==> src/hw/rtl/vptd_pkg.sv <==
package vptd_pkg;

    localparam int PROCESS_COUNT = 8;
    localparam int IDX_W = (PROCESS_COUNT > 1) ? $clog2(PROCESS_COUNT) : 1;
    localparam int MAX_OUT = 8;
    localparam int OUT_CNT_W = $clog2(MAX_OUT + 1);

    localparam int COUNT_W = 10;
    localparam logic [COUNT_W-1:0] COUNT_MAX = 10'd1023;
    localparam logic [11:0] RATE_MIN_HZ = 12'd2;
    localparam logic [11:0] RATE_MAX_HZ = 12'd1024;
    localparam logic [3:0] PHYS_EXP_RESET = 4'd1;
    localparam logic [4:0] SELECT_BASE = 5'd16;

    typedef enum logic [2:0] {
        ACT_TICK  = 3'd0,
        ACT_OPEN  = 3'd1,
        ACT_WRITE = 3'd2,
        ACT_READ  = 3'd3,
        ACT_CLOSE = 3'd4
    } action_t;

    typedef enum logic [1:0] {
        KIND_ACCEPT = 2'd0,
        KIND_REJECT = 2'd1,
        KIND_DONE   = 2'd2
    } kind_t;

    typedef enum logic [1:0] {
        ST_IDLE,
        ST_SCAN,
        ST_FLUSH
    } state_t;

    // broadcast to every cell; request fields only act where sel is high
    typedef struct packed {
        logic       tick;
        logic       open;
        logic       write;
        logic       read;
        logic       close;
        logic [3:0] rate;
        logic [3:0] shift;
    } vptd_cmd_t;

    function automatic logic [3:0] log2_of(input logic [11:0] f);
        logic [3:0] e;
        e = 4'd0;
        for (int i = 1; i < 12; i++) begin
            if (f[i]) begin
                e = 4'(i);
            end
        end
        return e;
    endfunction

    function automatic logic [3:0] rate_select_of(input logic [3:0] phys);
        return 4'(SELECT_BASE - {1'b0, phys});
    endfunction

endpackage

==> src/hw/rtl/vptd_cell.sv <==
module vptd_cell
    import vptd_pkg::*;
(
    input  logic       aclk,
    input  logic       aresetn,
    input  vptd_cmd_t  cmd,
    input  logic       sel,
    input  logic       token_in,
    input  logic       stall,
    input  logic       abort,
    output logic       token_out,
    output logic       hit,
    output logic [3:0] rate_exp
);

    logic [3:0]         rate_reg, rate_next;
    logic [COUNT_W-1:0] count_reg, count_next;
    logic [3:0]         shift_reg, shift_next;
    logic               wait_reg, wait_next;
    logic               token_reg, token_next;
    logic               done;

    assign done = wait_reg && (16'(count_reg) >= (16'd1 << shift_reg));
    assign hit = token_reg && done;
    assign token_out = token_reg;
    assign rate_exp = rate_reg;

    always_comb begin
        rate_next = rate_reg;
        count_next = count_reg;
        shift_next = shift_reg;
        wait_next = wait_reg;
        token_next = token_reg;

        if (cmd.tick && count_reg < COUNT_MAX) begin
            count_next = count_reg + 1'b1;
        end
        if (sel) begin
            if (cmd.open) begin
                rate_next = 4'd1;
            end
            if (cmd.write) begin
                rate_next = cmd.rate;
            end
            if (cmd.read) begin
                count_next = '0;
                shift_next = cmd.shift;
                wait_next = 1'b1;
            end
            if (cmd.close) begin
                rate_next = 4'd0;
                wait_next = 1'b0;
            end
        end
        // completion handed on: wait is over
        if (hit && !stall) begin
            wait_next = 1'b0;
        end

        if (abort) begin
            token_next = 1'b0;
        end else if (!stall) begin
            token_next = token_in;
        end
    end

    always_ff @(posedge aclk) begin
        if (!aresetn) begin
            rate_reg <= '0;
            count_reg <= '0;
            shift_reg <= '0;
            wait_reg <= 1'b0;
            token_reg <= 1'b0;
        end else begin
            rate_reg <= rate_next;
            count_reg <= count_next;
            shift_reg <= shift_next;
            wait_reg <= wait_next;
            token_reg <= token_next;
        end
    end

endmodule

==> src/hw/rtl/virtual_periodic_tick_divider_top.sv <==
// Virtual periodic tick divider: one virtual periodic tick per process, all derived
// from one shared physical tick.
// Input channel s_*: one request per transfer; s_tuser carries the action (tick, open,
// write rate, read wait, close), s_tdata the process and the requested rate.
// Output channel m_*: results with kind in m_tuser; m_tlast marks the final result
// caused by one request.
// A request (open, write, read, close) gives its single result in the cycle after it
// is taken; the block is ready again in the next cycle if the output is free.
// A tick sends a token down the chain of process cells, one cell per cycle while
// no stall holds it; each cell with a finished wait yields a completion, and a tick
// gives no result when no wait finished.
// Completions are held one deep so that the final one can carry m_tlast.
// When m_tready is low one completion waits on the output and one more in the hold
// stage; the token stops only at a further cell with a finished wait. s_tready stays
// low until the tick is done, so nothing is lost. Reset clears every process (no rate,
// no wait, counters zero) and sets the physical rate to 2 Hz; the block accepts
// requests in the first cycle after reset.
module virtual_periodic_tick_divider_top
    import vptd_pkg::*;
(
    input  logic        aclk,
    input  logic        aresetn,
    input  logic        s_tvalid,
    output logic        s_tready,
    input  logic [15:0] s_tdata,   // [2:0] process, [14:3] frequency
    input  logic [2:0]  s_tuser,   // [2:0] action
    output logic        m_tvalid,
    input  logic        m_tready,
    output logic [7:0]  m_tdata,   // [2:0] process_res, [6:3] rate_select
    output logic [1:0]  m_tuser,   // [1:0] kind
    output logic        m_tlast
);

    state_t state_reg, state_next;

    logic               m_valid_reg, m_valid_next;
    logic [1:0]         m_kind_reg, m_kind_next;
    logic [2:0]         m_proc_reg, m_proc_next;
    logic [3:0]         m_rsel_reg, m_rsel_next;
    logic               m_last_reg, m_last_next;
    logic [3:0]         phys_reg, phys_next;
    logic               pend_valid_reg, pend_valid_next;
    logic [2:0]         pend_proc_reg, pend_proc_next;
    logic [IDX_W-1:0]   idx_reg, idx_next;
    logic [OUT_CNT_W-1:0] cnt_reg, cnt_next;

    logic [2:0]  in_action;
    logic [2:0]  in_proc;
    logic [11:0] in_freq;
    logic        out_free, accept, start;
    logic        proc_ok, freq_ok, req_ok;
    logic [3:0]  freq_exp, rate_cur;
    logic        stall, abort, any_hit, last_idx;
    vptd_cmd_t   cmd;

    logic [PROCESS_COUNT-1:0]   sel, hit, tok_out;
    logic [PROCESS_COUNT:0]     tok_chain;
    logic [PROCESS_COUNT-1:0][3:0] rate_exp;

    assign in_action = s_tuser;
    assign in_proc = s_tdata[2:0];
    assign in_freq = s_tdata[14:3];

    assign out_free = !m_valid_reg || m_tready;
    assign s_tready = (state_reg == ST_IDLE) && out_free;
    assign accept = s_tvalid && s_tready;
    assign start = accept && (in_action == ACT_TICK);

    assign proc_ok = 7'(in_proc) < 7'(PROCESS_COUNT);
    assign freq_exp = log2_of(in_freq);
    assign freq_ok = (in_freq >= RATE_MIN_HZ) && (in_freq <= RATE_MAX_HZ)
                     && ((in_freq & (in_freq - 12'd1)) == 12'd0);

    always_comb begin
        rate_cur = 4'd0;
        for (int i = 0; i < PROCESS_COUNT; i++) begin
            sel[i] = proc_ok && (7'(in_proc) == 7'(i));
            if (sel[i]) begin
                rate_cur = rate_exp[i];
            end
        end
    end

    // request decode
    always_comb begin
        cmd = '0;
        req_ok = 1'b0;
        phys_next = phys_reg;
        cmd.tick = start;
        cmd.rate = freq_exp;
        cmd.shift = phys_reg - rate_cur;
        if (accept && proc_ok) begin
            unique case (in_action)
                ACT_OPEN: begin
                    req_ok = 1'b1;
                    cmd.open = 1'b1;
                end
                ACT_WRITE: begin
                    if (freq_ok) begin
                        req_ok = 1'b1;
                        cmd.write = 1'b1;
                        if (phys_reg < freq_exp) begin
                            phys_next = freq_exp;
                        end
                    end
                end
                ACT_READ: begin
                    if (rate_cur >= 4'd1 && rate_cur <= phys_reg) begin
                        req_ok = 1'b1;
                        cmd.read = 1'b1;
                    end
                end
                ACT_CLOSE: begin
                    req_ok = 1'b1;
                    cmd.close = 1'b1;
                end
                default: begin
                    req_ok = 1'b0;
                end
            endcase
        end
    end

    assign tok_chain[0] = start;

    genvar g;
    generate
        for (g = 0; g < PROCESS_COUNT; g++) begin : g_cell
            vptd_cell u_cell (
                .aclk      (aclk),
                .aresetn   (aresetn),
                .cmd       (cmd),
                .sel       (sel[g]),
                .token_in  (tok_chain[g]),
                .stall     (stall),
                .abort     (abort),
                .token_out (tok_out[g]),
                .hit       (hit[g]),
                .rate_exp  (rate_exp[g])
            );
            assign tok_chain[g+1] = tok_out[g];
        end
    endgenerate

    assign any_hit = |hit;
    assign last_idx = idx_reg == IDX_W'(PROCESS_COUNT - 1);
    assign stall = (state_reg == ST_SCAN) && any_hit && pend_valid_reg && !out_free;

    always_comb begin
        state_next = state_reg;
        m_valid_next = m_valid_reg && !m_tready;
        m_kind_next = m_kind_reg;
        m_proc_next = m_proc_reg;
        m_rsel_next = m_rsel_reg;
        m_last_next = m_last_reg;
        pend_valid_next = pend_valid_reg;
        pend_proc_next = pend_proc_reg;
        idx_next = idx_reg;
        cnt_next = cnt_reg;
        abort = 1'b0;

        unique case (state_reg)
            ST_IDLE: begin
                if (accept) begin
                    if (in_action == ACT_TICK) begin
                        state_next = ST_SCAN;
                        idx_next = '0;
                        cnt_next = '0;
                    end else begin
                        m_valid_next = 1'b1;
                        m_kind_next = req_ok ? KIND_ACCEPT : KIND_REJECT;
                        m_proc_next = in_proc;
                        m_rsel_next = rate_select_of(phys_next);
                        m_last_next = 1'b1;
                    end
                end
            end
            ST_SCAN: begin
                if (!stall) begin
                    if (any_hit) begin
                        // previous completion leaves, this one is held back
                        if (pend_valid_reg) begin
                            m_valid_next = 1'b1;
                            m_kind_next = KIND_DONE;
                            m_proc_next = pend_proc_reg;
                            m_rsel_next = rate_select_of(phys_reg);
                            m_last_next = 1'b0;
                        end
                        pend_valid_next = 1'b1;
                        pend_proc_next = 3'(idx_reg);
                        cnt_next = cnt_reg + 1'b1;
                    end
                    idx_next = idx_reg + 1'b1;
                    if (last_idx || (any_hit && cnt_next == OUT_CNT_W'(MAX_OUT))) begin
                        abort = 1'b1;
                        state_next = ST_FLUSH;
                    end
                end
            end
            ST_FLUSH: begin
                if (!pend_valid_reg) begin
                    state_next = ST_IDLE;
                end else if (out_free) begin
                    m_valid_next = 1'b1;
                    m_kind_next = KIND_DONE;
                    m_proc_next = pend_proc_reg;
                    m_rsel_next = rate_select_of(phys_reg);
                    m_last_next = 1'b1;
                    pend_valid_next = 1'b0;
                    state_next = ST_IDLE;
                end
            end
            default: begin
                state_next = ST_IDLE;
            end
        endcase
    end

    always_ff @(posedge aclk) begin
        if (!aresetn) begin
            state_reg <= ST_IDLE;
            m_valid_reg <= 1'b0;
            pend_valid_reg <= 1'b0;
            phys_reg <= PHYS_EXP_RESET;
            idx_reg <= '0;
            cnt_reg <= '0;
        end else begin
            state_reg <= state_next;
            m_valid_reg <= m_valid_next;
            pend_valid_reg <= pend_valid_next;
            phys_reg <= phys_next;
            idx_reg <= idx_next;
            cnt_reg <= cnt_next;
        end
    end

    always_ff @(posedge aclk) begin
        m_kind_reg <= m_kind_next;
        m_proc_reg <= m_proc_next;
        m_rsel_reg <= m_rsel_next;
        m_last_reg <= m_last_next;
        pend_proc_reg <= pend_proc_next;
    end

    assign m_tvalid = m_valid_reg;
    assign m_tdata = {1'b0, m_rsel_reg, m_proc_reg};
    assign m_tuser = m_kind_reg;
    assign m_tlast = m_last_reg;

endmodule

==> config.mk <==
export PLATFORM = sky130hd
export DESIGN_NAME = virtual_periodic_tick_divider_top
export DESIGN_NICKNAME = d
export VERILOG_FILES = /design/src/hw/rtl/vptd_pkg.sv /design/src/hw/rtl/vptd_cell.sv /design/src/hw/rtl/virtual_periodic_tick_divider_top.sv
export SDC_FILE = /design/constraint.sdc
export NUM_CORES = 1
export LEC_CHECK = 0
export BUFFER_PORTS_ARGS = -buffer_cell sky130_fd_sc_hd__buf_2
export CAP_MARGIN = 10
export CORE_AREA = 2 2 135 137
export DETAILED_ROUTE_END_ITERATION = 16
export DIE_AREA = 0 0 137 139
export GPL_ROUTABILITY_DRIVEN = 0
export PLACE_DENSITY = 0.92
export SLEW_MARGIN = 20
export SYNTH_ARGS = -nofsm -noshare
export SYNTH_HDL_FRONTEND = slang
export SYNTH_SLANG_ARGS = --single-unit
export TNS_END_PERCENT = 50
==> constraint.sdc <==
create_clock -name aclk -period 5.7 [get_ports aclk]
set_input_delay 1.425 -clock aclk [delete_from_list [all_inputs] [get_ports aclk]]
set_output_delay 1.425 -clock aclk [all_outputs]
set_load 0.05 [all_outputs]
==> out/metrics.csv, run 1 <==
metric,value,unit
run_status,completed,
synth_edf_count,13,
area_growth,8.15,%
totalWireLength,26000,um
vdd_drop_max,0.261,mV
ys_seq_area_share,34.7,%
drc,0,
synth_largest_area_cell,dfxtp_1,
place.detailed.hpwl,18400,um
synth_commonest_cells,"193 x nor2_1, 175 x dfxtp_1, 143 x nand2_1, 104 x ha_1, 95 x o21ai_0",
layout_min_cycle_time,4.69,ns
startpoint_type,primary input,
grt_pass1_wl,43600,um
cts_tree,yes,
cts_hold_repair.buffers,0,
cp_max_fo,12,
die_y,139,um
clkTransAtPathRegs,0.06,ns
synthDistinctLibCells,81,
crit_end,g_cell[1].u_cell.count_reg[1],
worst_pin_slew,1.02,ns
fmax,213,MHz
num-nets-final,1483,
rows,49,
yosysMostFrequentCell,nor2_1,
fin_setup_tns,0,ns
viasPerCell,6.25,
timing.hold.ws,0.474,ns
routedWlPerCell,16.3,um
finalSetupViolCount,0,
grt_setup_unrepaired,no,
endpoint_kind,register,
initial_utilization,63.5,%
vias,9987,
post_cts_buffers,0,
cts_sinks,188,
path_class,primary input to register,
io_pins,36,
antenna_found_initial,0,
total_leakage_power,4.60,nW
drt_iter0_drc,803,
syn-num-nets,1452,
synth.top_cell.area_share,31.2,%
grt_pass1_vias,9608,
portBuffers,33,
finClkSkew,0.00603,ns
cts_buffer_depth,2,
die-area,19000,sq um
synth_warnings,0,
synth_area_per_cell,8.47,sq um
largest_register_ffs,80,
drive_gt1_share,8.92,%
die_width,137,um
cp.arrival,5.02,ns
slew_viol_final,0,
worstSetupStartpoint,s_tdata[1],
ys_dominant_reg_cell,dfxtp_1,
syn_area,11200,sq um
first_pass_iters,6,
rr_endpoint,idx_reg[2],
postRouteAntennaNets,0,
core,17700,sq um
fin_crit_sh,82.3,%
antenna_cells,0,
hp-class,register to register,
fillers,1290,
rr_startpoint,g_cell[0].u_cell.shift_reg[0],
clkLatencyLatePin,0.44,ns
synthArstFlopShare,0,%
grt.overflow.total,0,
htreeDepth,4,
regToRegSetupSlack,2.02,ns
yosys-top-cells-area,"dfxtp_1 31%, ha_1 12%, nor2_1 6.5%",
ctsResizeCount,0,
grt_usage,27.8,%
hold_viol,0,
required,6.03,ns
cellPowerDensity,233,nW/um^2
cts_buffers,17,
drv_cap,0,
rr_worst_depth,12,
grt_max_degree,47,
ys_ff_latch,188,
maxSlewHeadroom,31.3,%
syn_inst,1324,
cts-root-buf,clkbuf_16,
## cell usage in the layout, fill, tap and decap left out, drive strengths merged, types with 3 or more instances in the layout
master | synthesis | routed
nor2 | 196 | 196
dfxtp | 175 | 175
buf | 15 | 41
a21oi | 60 | 60
xor2 | 52 | 52
nor4 | 14 | 14
inv | 53 | 52
mux2i | 31 | 31
mux4 | 3 | 3
nand2 | 152 | 152
mux2 | 4 | 4
and4 | 7 | 7
clkinv | 0 | 5
a21boi | 3 | 3
nand2b | 3 | 3
o22a | 3 | 3
o2bb2ai | 5 | 5
a221oi | 10 | 10
nor3 | 12 | 12
o2111ai | 8 | 8
nor2b | 32 | 32
and3 | 24 | 24
and4b | 5 | 5
clkbuf | 14 | 26
ha | 104 | 104
nand3b | 3 | 3
o21ai | 97 | 97
o21a | 9 | 9
nand3 | 73 | 73
edfxtp | 13 | 13
nand4 | 31 | 31
and2 | 5 | 5
a211oi | 38 | 38
o22ai | 5 | 5
xnor2 | 25 | 25
a31oi | 10 | 10
## cell type report
| class | instances | area, sq um | share of cell area (%) |
|---|---|---|---|
| Inverter | 53 | 199 | 1.64 |
| Tap cell | 229 | 287 | 2.36 |
| Clock buffer | 26 | 490 | 4.04 |
| Clock inverter | 6 | 61.3 | 0.505 |
| Multi-Input combinational cell | 1054 | 6980 | 57.5 |
| Sequential cell | 188 | 3890 | 32.1 |
| Timing Repair Buffer | 41 | 225 | 1.86 |
## worst min-delay path by stage
| stage | start | to | slack (ns) | cells after the start |
|---|---|---|---|---|
| final | g_cell[7].u_cell.token_out | g_cell[7].u_cell.token_out | 0.47 | 2 |
| after global routing | g_cell[7].u_cell.token_out | g_cell[7].u_cell.token_out | 0.48 | 2 |
| after CTS | idx_reg[1] | pend_proc_reg[1] | 0.47 | 0 |
| after detailed placement | idx_reg[1] | pend_proc_reg[1] | 0.45 | 0 |
| after global placement | g_cell[7].u_cell.token_out | g_cell[7].u_cell.token_out | 0.45 | 2 |
| after floorplan | g_cell[7].u_cell.token_out | g_cell[7].u_cell.token_out | 0.43 | 2 |
## report_power, final
part / switching [mW] / internal [mW]
logic: 0.235 / 0.0826
clock network: 0.492 / 0.637
registers: 0.0126 / 1.36
total: 0.740 / 2.08
## cell families after synthesis
group | count (synthesis) | synth area share (%)
buffers and inverters | 82 | 3.23
adders and majority gates | 105 | 11.8
other | 1 | 0.0334
muxes | 38 | 3.77
DFF | 188 | 34.7
AOI/OAI and AO/OA | 269 | 15.5
xor gates and xnor gates | 77 | 6.01
and+or+nand+nor | 564 | 25.0
## worst max-delay path: stages
cell,delay [ns]
buf_2,0.28
mux2_2,0.37
a221oi_1,0.38
o21ai_0,0.19
ha_1,0.24
fa_1,0.39
a21bo_2,0.20
a21o_1,0.11
a21oi_1,0.08
nor4b_1,0.31
o31a_1,0.20
buf_4,0.25
nand3_2,0.25
nand2_2,0.25
nor2_1,0.07
## per-layer routing
metal  global-route usage (%)  wire length, um  up-vias
li1                         -                -     4795
met1                     35.0            10900     4748
met2                     46.6            12700      367
met3                     4.82             1680       77
met4                     11.9              759        0
met5                        0                0        -
## per-stage QoR
step	setup WS (ns)	util, %	total power [mW]	instance area, sq um	instances
after floorplan	1.32	-	1.63	11200	1324
after global placement	0.730	65.5	1.70	11600	1565
after detailed placement	0.614	65.5	1.71	11600	1565
after CTS	1.07	68.7	2.82	12100	1597
after global routing	0.827	68.7	2.90	12100	1597
final	1.01	68.7	2.82	12100	1597
Note: power is estimated with default switching activity, not from simulation.
==> inputs of run 2 (changes only) <==
Settings changed: CORE_AREA 2 2 135 137 to 2 2 144 146, DIE_AREA 0 0 137 139 to 0 0 146 148, PLACE_DENSITY 0.92 to 0.86.
Clock period 5.7 ns to 3.8 ns, I/O delays scaled along.
==> run 2 against run 1 <==
  * Core utilization decreased by 5.6 points
  * Worst hold slack got worse by 0.0065 ns
  * Worst setup slack got worse by 0.90 ns
  * Critical endpoint is now g_cell[0].u_cell.shift_reg[3]
  * Largest power group unchanged
  * Highest routed layer unchanged
==> out/metrics.csv, run 2 (same netlist as run 1, synthesis figures left out) <==
metric,value,unit,change
postRouteAntennaNets,0,,unchanged
clkLatencyLatePin,0.44,ns,about the same
hold_viol,0,,unchanged
final_common_cell,nor2_1,,
dp.cells,1650,,+5.4%
layout_common_cells,"192 x nor2_1, 175 x dfxtp_1, 143 x nand2_1",,
drive_gt1_share,12.6,%,+3.7 points
cts_buffer_depth,2,,unchanged
maxSlewHeadroom,53.2,%,+22 points
cts_hold_repair.buffers,0,,unchanged
drv_cap,0,,unchanged
path_class,primary input to register,,
vdd_drop_max,0.312,mV,+19%
fin_cells,1681,,+5.3%
slowest_delay,0.53,ns,+0.14 ns
drt_iter0_drc,697,,-13%
finalSetupViolCount,0,,unchanged
grt.overflow.total,0,,unchanged
endpoint_kind,register,,
cts-root-buf,clkbuf_16,,
first_pass_iters,5,,-1
cp_max_fo,10,,-2
num-nets-final,1528,,+3.0%
run_status,completed,,
cts_tree,yes,,
rows,52,,+6.1%
die-area,21600,sq um,+13%
clkTransAtPathRegs,0.07,ns,about the same
cts_sinks,188,,unchanged
place.detailed.hpwl,19200,um,+4.3%
cp_slowest_cell,mux4_2,,
io_pins,36,,unchanged
worst_pin_slew,0.693,ns,-0.331 ns
die_y,148,um,+6.5%
path_cells,clkbuf_4 -> mux4_2 -> nor2_2 -> o21ai_1 -> ha_2 -> fa_2 -> a21bo_2 -> a21o_1 -> a21oi_1 -> nor4b_2 -> o31a_1 -> buf_12 -> nand4_2 -> mux2i_1 -> nor2_1,,
grt_pass1_vias,9580,,-0.29%
totalWireLength,26800,um,+3.0%
cts_buffers,17,,unchanged
largest_register_ffs,80,,unchanged
multi_input_area,7050,sq um,+1.0%
finClkSkew,0.00862,ns,+0.00259 ns
antenna_cells,0,,unchanged
cp.arrival,3.99,ns,-1.03 ns
viasPerCell,5.94,,-5.1%
portBuffers,33,,unchanged
vias,9977,,-0.10%
area_growth,12.7,%,
initial_utilization,56.0,%,-7.6 points
drc,0,,unchanged
grt_max_degree,53,,+13%
fin_crit_sh,97.0,%,
required,4.11,ns,-1.92 ns
total_leakage_power,4.84,nW,+5.1%
finalInstanceArea,12600,sq um,+4.2%
dpl_cell_area,12000,sq um,+3.6%
die_width,146,um,+6.6%
startpoint_type,primary input,,
grt_usage,24.7,%,-3.1 points
layout.area.seq,3890,sq um,unchanged
grt_pass1_wl,44500,um,+2.3%
post_cts_buffers,0,,unchanged
core,20000,sq um,+13%
layout_min_cycle_time,3.69,ns,
slew_viol_final,0,,unchanged
antenna_found_initial,0,,unchanged
fillers,1664,,+29%
htreeDepth,4,,unchanged
hp-class,register to register,,
fmax,271,MHz,
routedWlPerCell,16.0,um,-2.1%
power,4.37,mW,+55%
cellPowerDensity,345,nW/um^2,+49%
run 2: cell types whose count changed in the layout (fill, tap and decap cells not counted), moves of 2 or more:
cell        change
a221oi_1        -4
a221oi_2        +3
buf_4          +43
clkbuf_1        -4
clkinv_2        -2
clkinvlp_4      +4
run 2: final timing paths:
kind,start,endpoint,slack [ns],cells after the start
max,s_tdata[1],g_cell[0].u_cell.shift_reg[3],0.11,15
min,g_cell[0].u_cell.wait_reg,g_cell[0].u_cell.wait_reg,0.47,2
max reg2reg,g_cell[6].u_cell.shift_reg[0],idx_reg[1],0.33,11
min reg2reg,g_cell[0].u_cell.wait_reg,g_cell[0].u_cell.wait_reg,0.47,2
run 2: metrics by stage:
| stage | worst slack, ns | hold slack [ns] | utilization [%] | TNS (ns) |
|---|---|---|---|---|
| 3_3_place_gp | -0.359 | 0.454 | 59.8 | -26.00 |
| 5_1_grt | -0.0405 | 0.489 | 63.1 | -0.556 |
| 4_1_cts | 0.00113 | 0.466 | 62.9 | 0 |
| 6_report | 0.115 | 0.468 | 63.1 | 0 |
| 2_1_floorplan | -0.00194 | 0.432 | - | -0.00194 |
| 3_5_place_dp | -0.467 | 0.453 | 59.8 | -38.68 |
run 2: cell type report:
type | instances | share of cell area, %
Multi-Input combinational cell | 1055 | 55.7
Sequential cell | 188 | 30.8
Timing Repair Buffer | 85 | 4.51
Clock buffer | 21 | 3.81
Tap cell | 270 | 2.67
Inverter | 53 | 1.57
Clock inverter | 9 | 0.881
run 2: worst max-delay path, delay by kind of cell:
kind	cells	cell delay [ns]
compound gates	5	0.70
fa+ha+maj	2	0.53
buf+inv	2	0.36
mux	2	0.73
simple gates	4	0.69
run 2: repair_timing:
action / 4_1_cts / 5_1_grt
pin swaps: 0 / 2
gates cloned: 0 / 1
resized for setup: 3 / 6
setup endpoints to repair: 11 / 109
run 2: per-layer routing:
layer / GRT usage (%) / part of all wire [%]
met5: 0 / 0
met4: 9.66 / 2.6
met1: 30.9 / 43
met3: 3.98 / 6.0
met2: 42.9 / 49
run 2: power breakdown:
group / internal (mW) / switching (mW)
registers: 2.04 / 0.0225
clock network: 1.04 / 0.757
logic: 0.149 / 0.360
total: 3.23 / 1.14
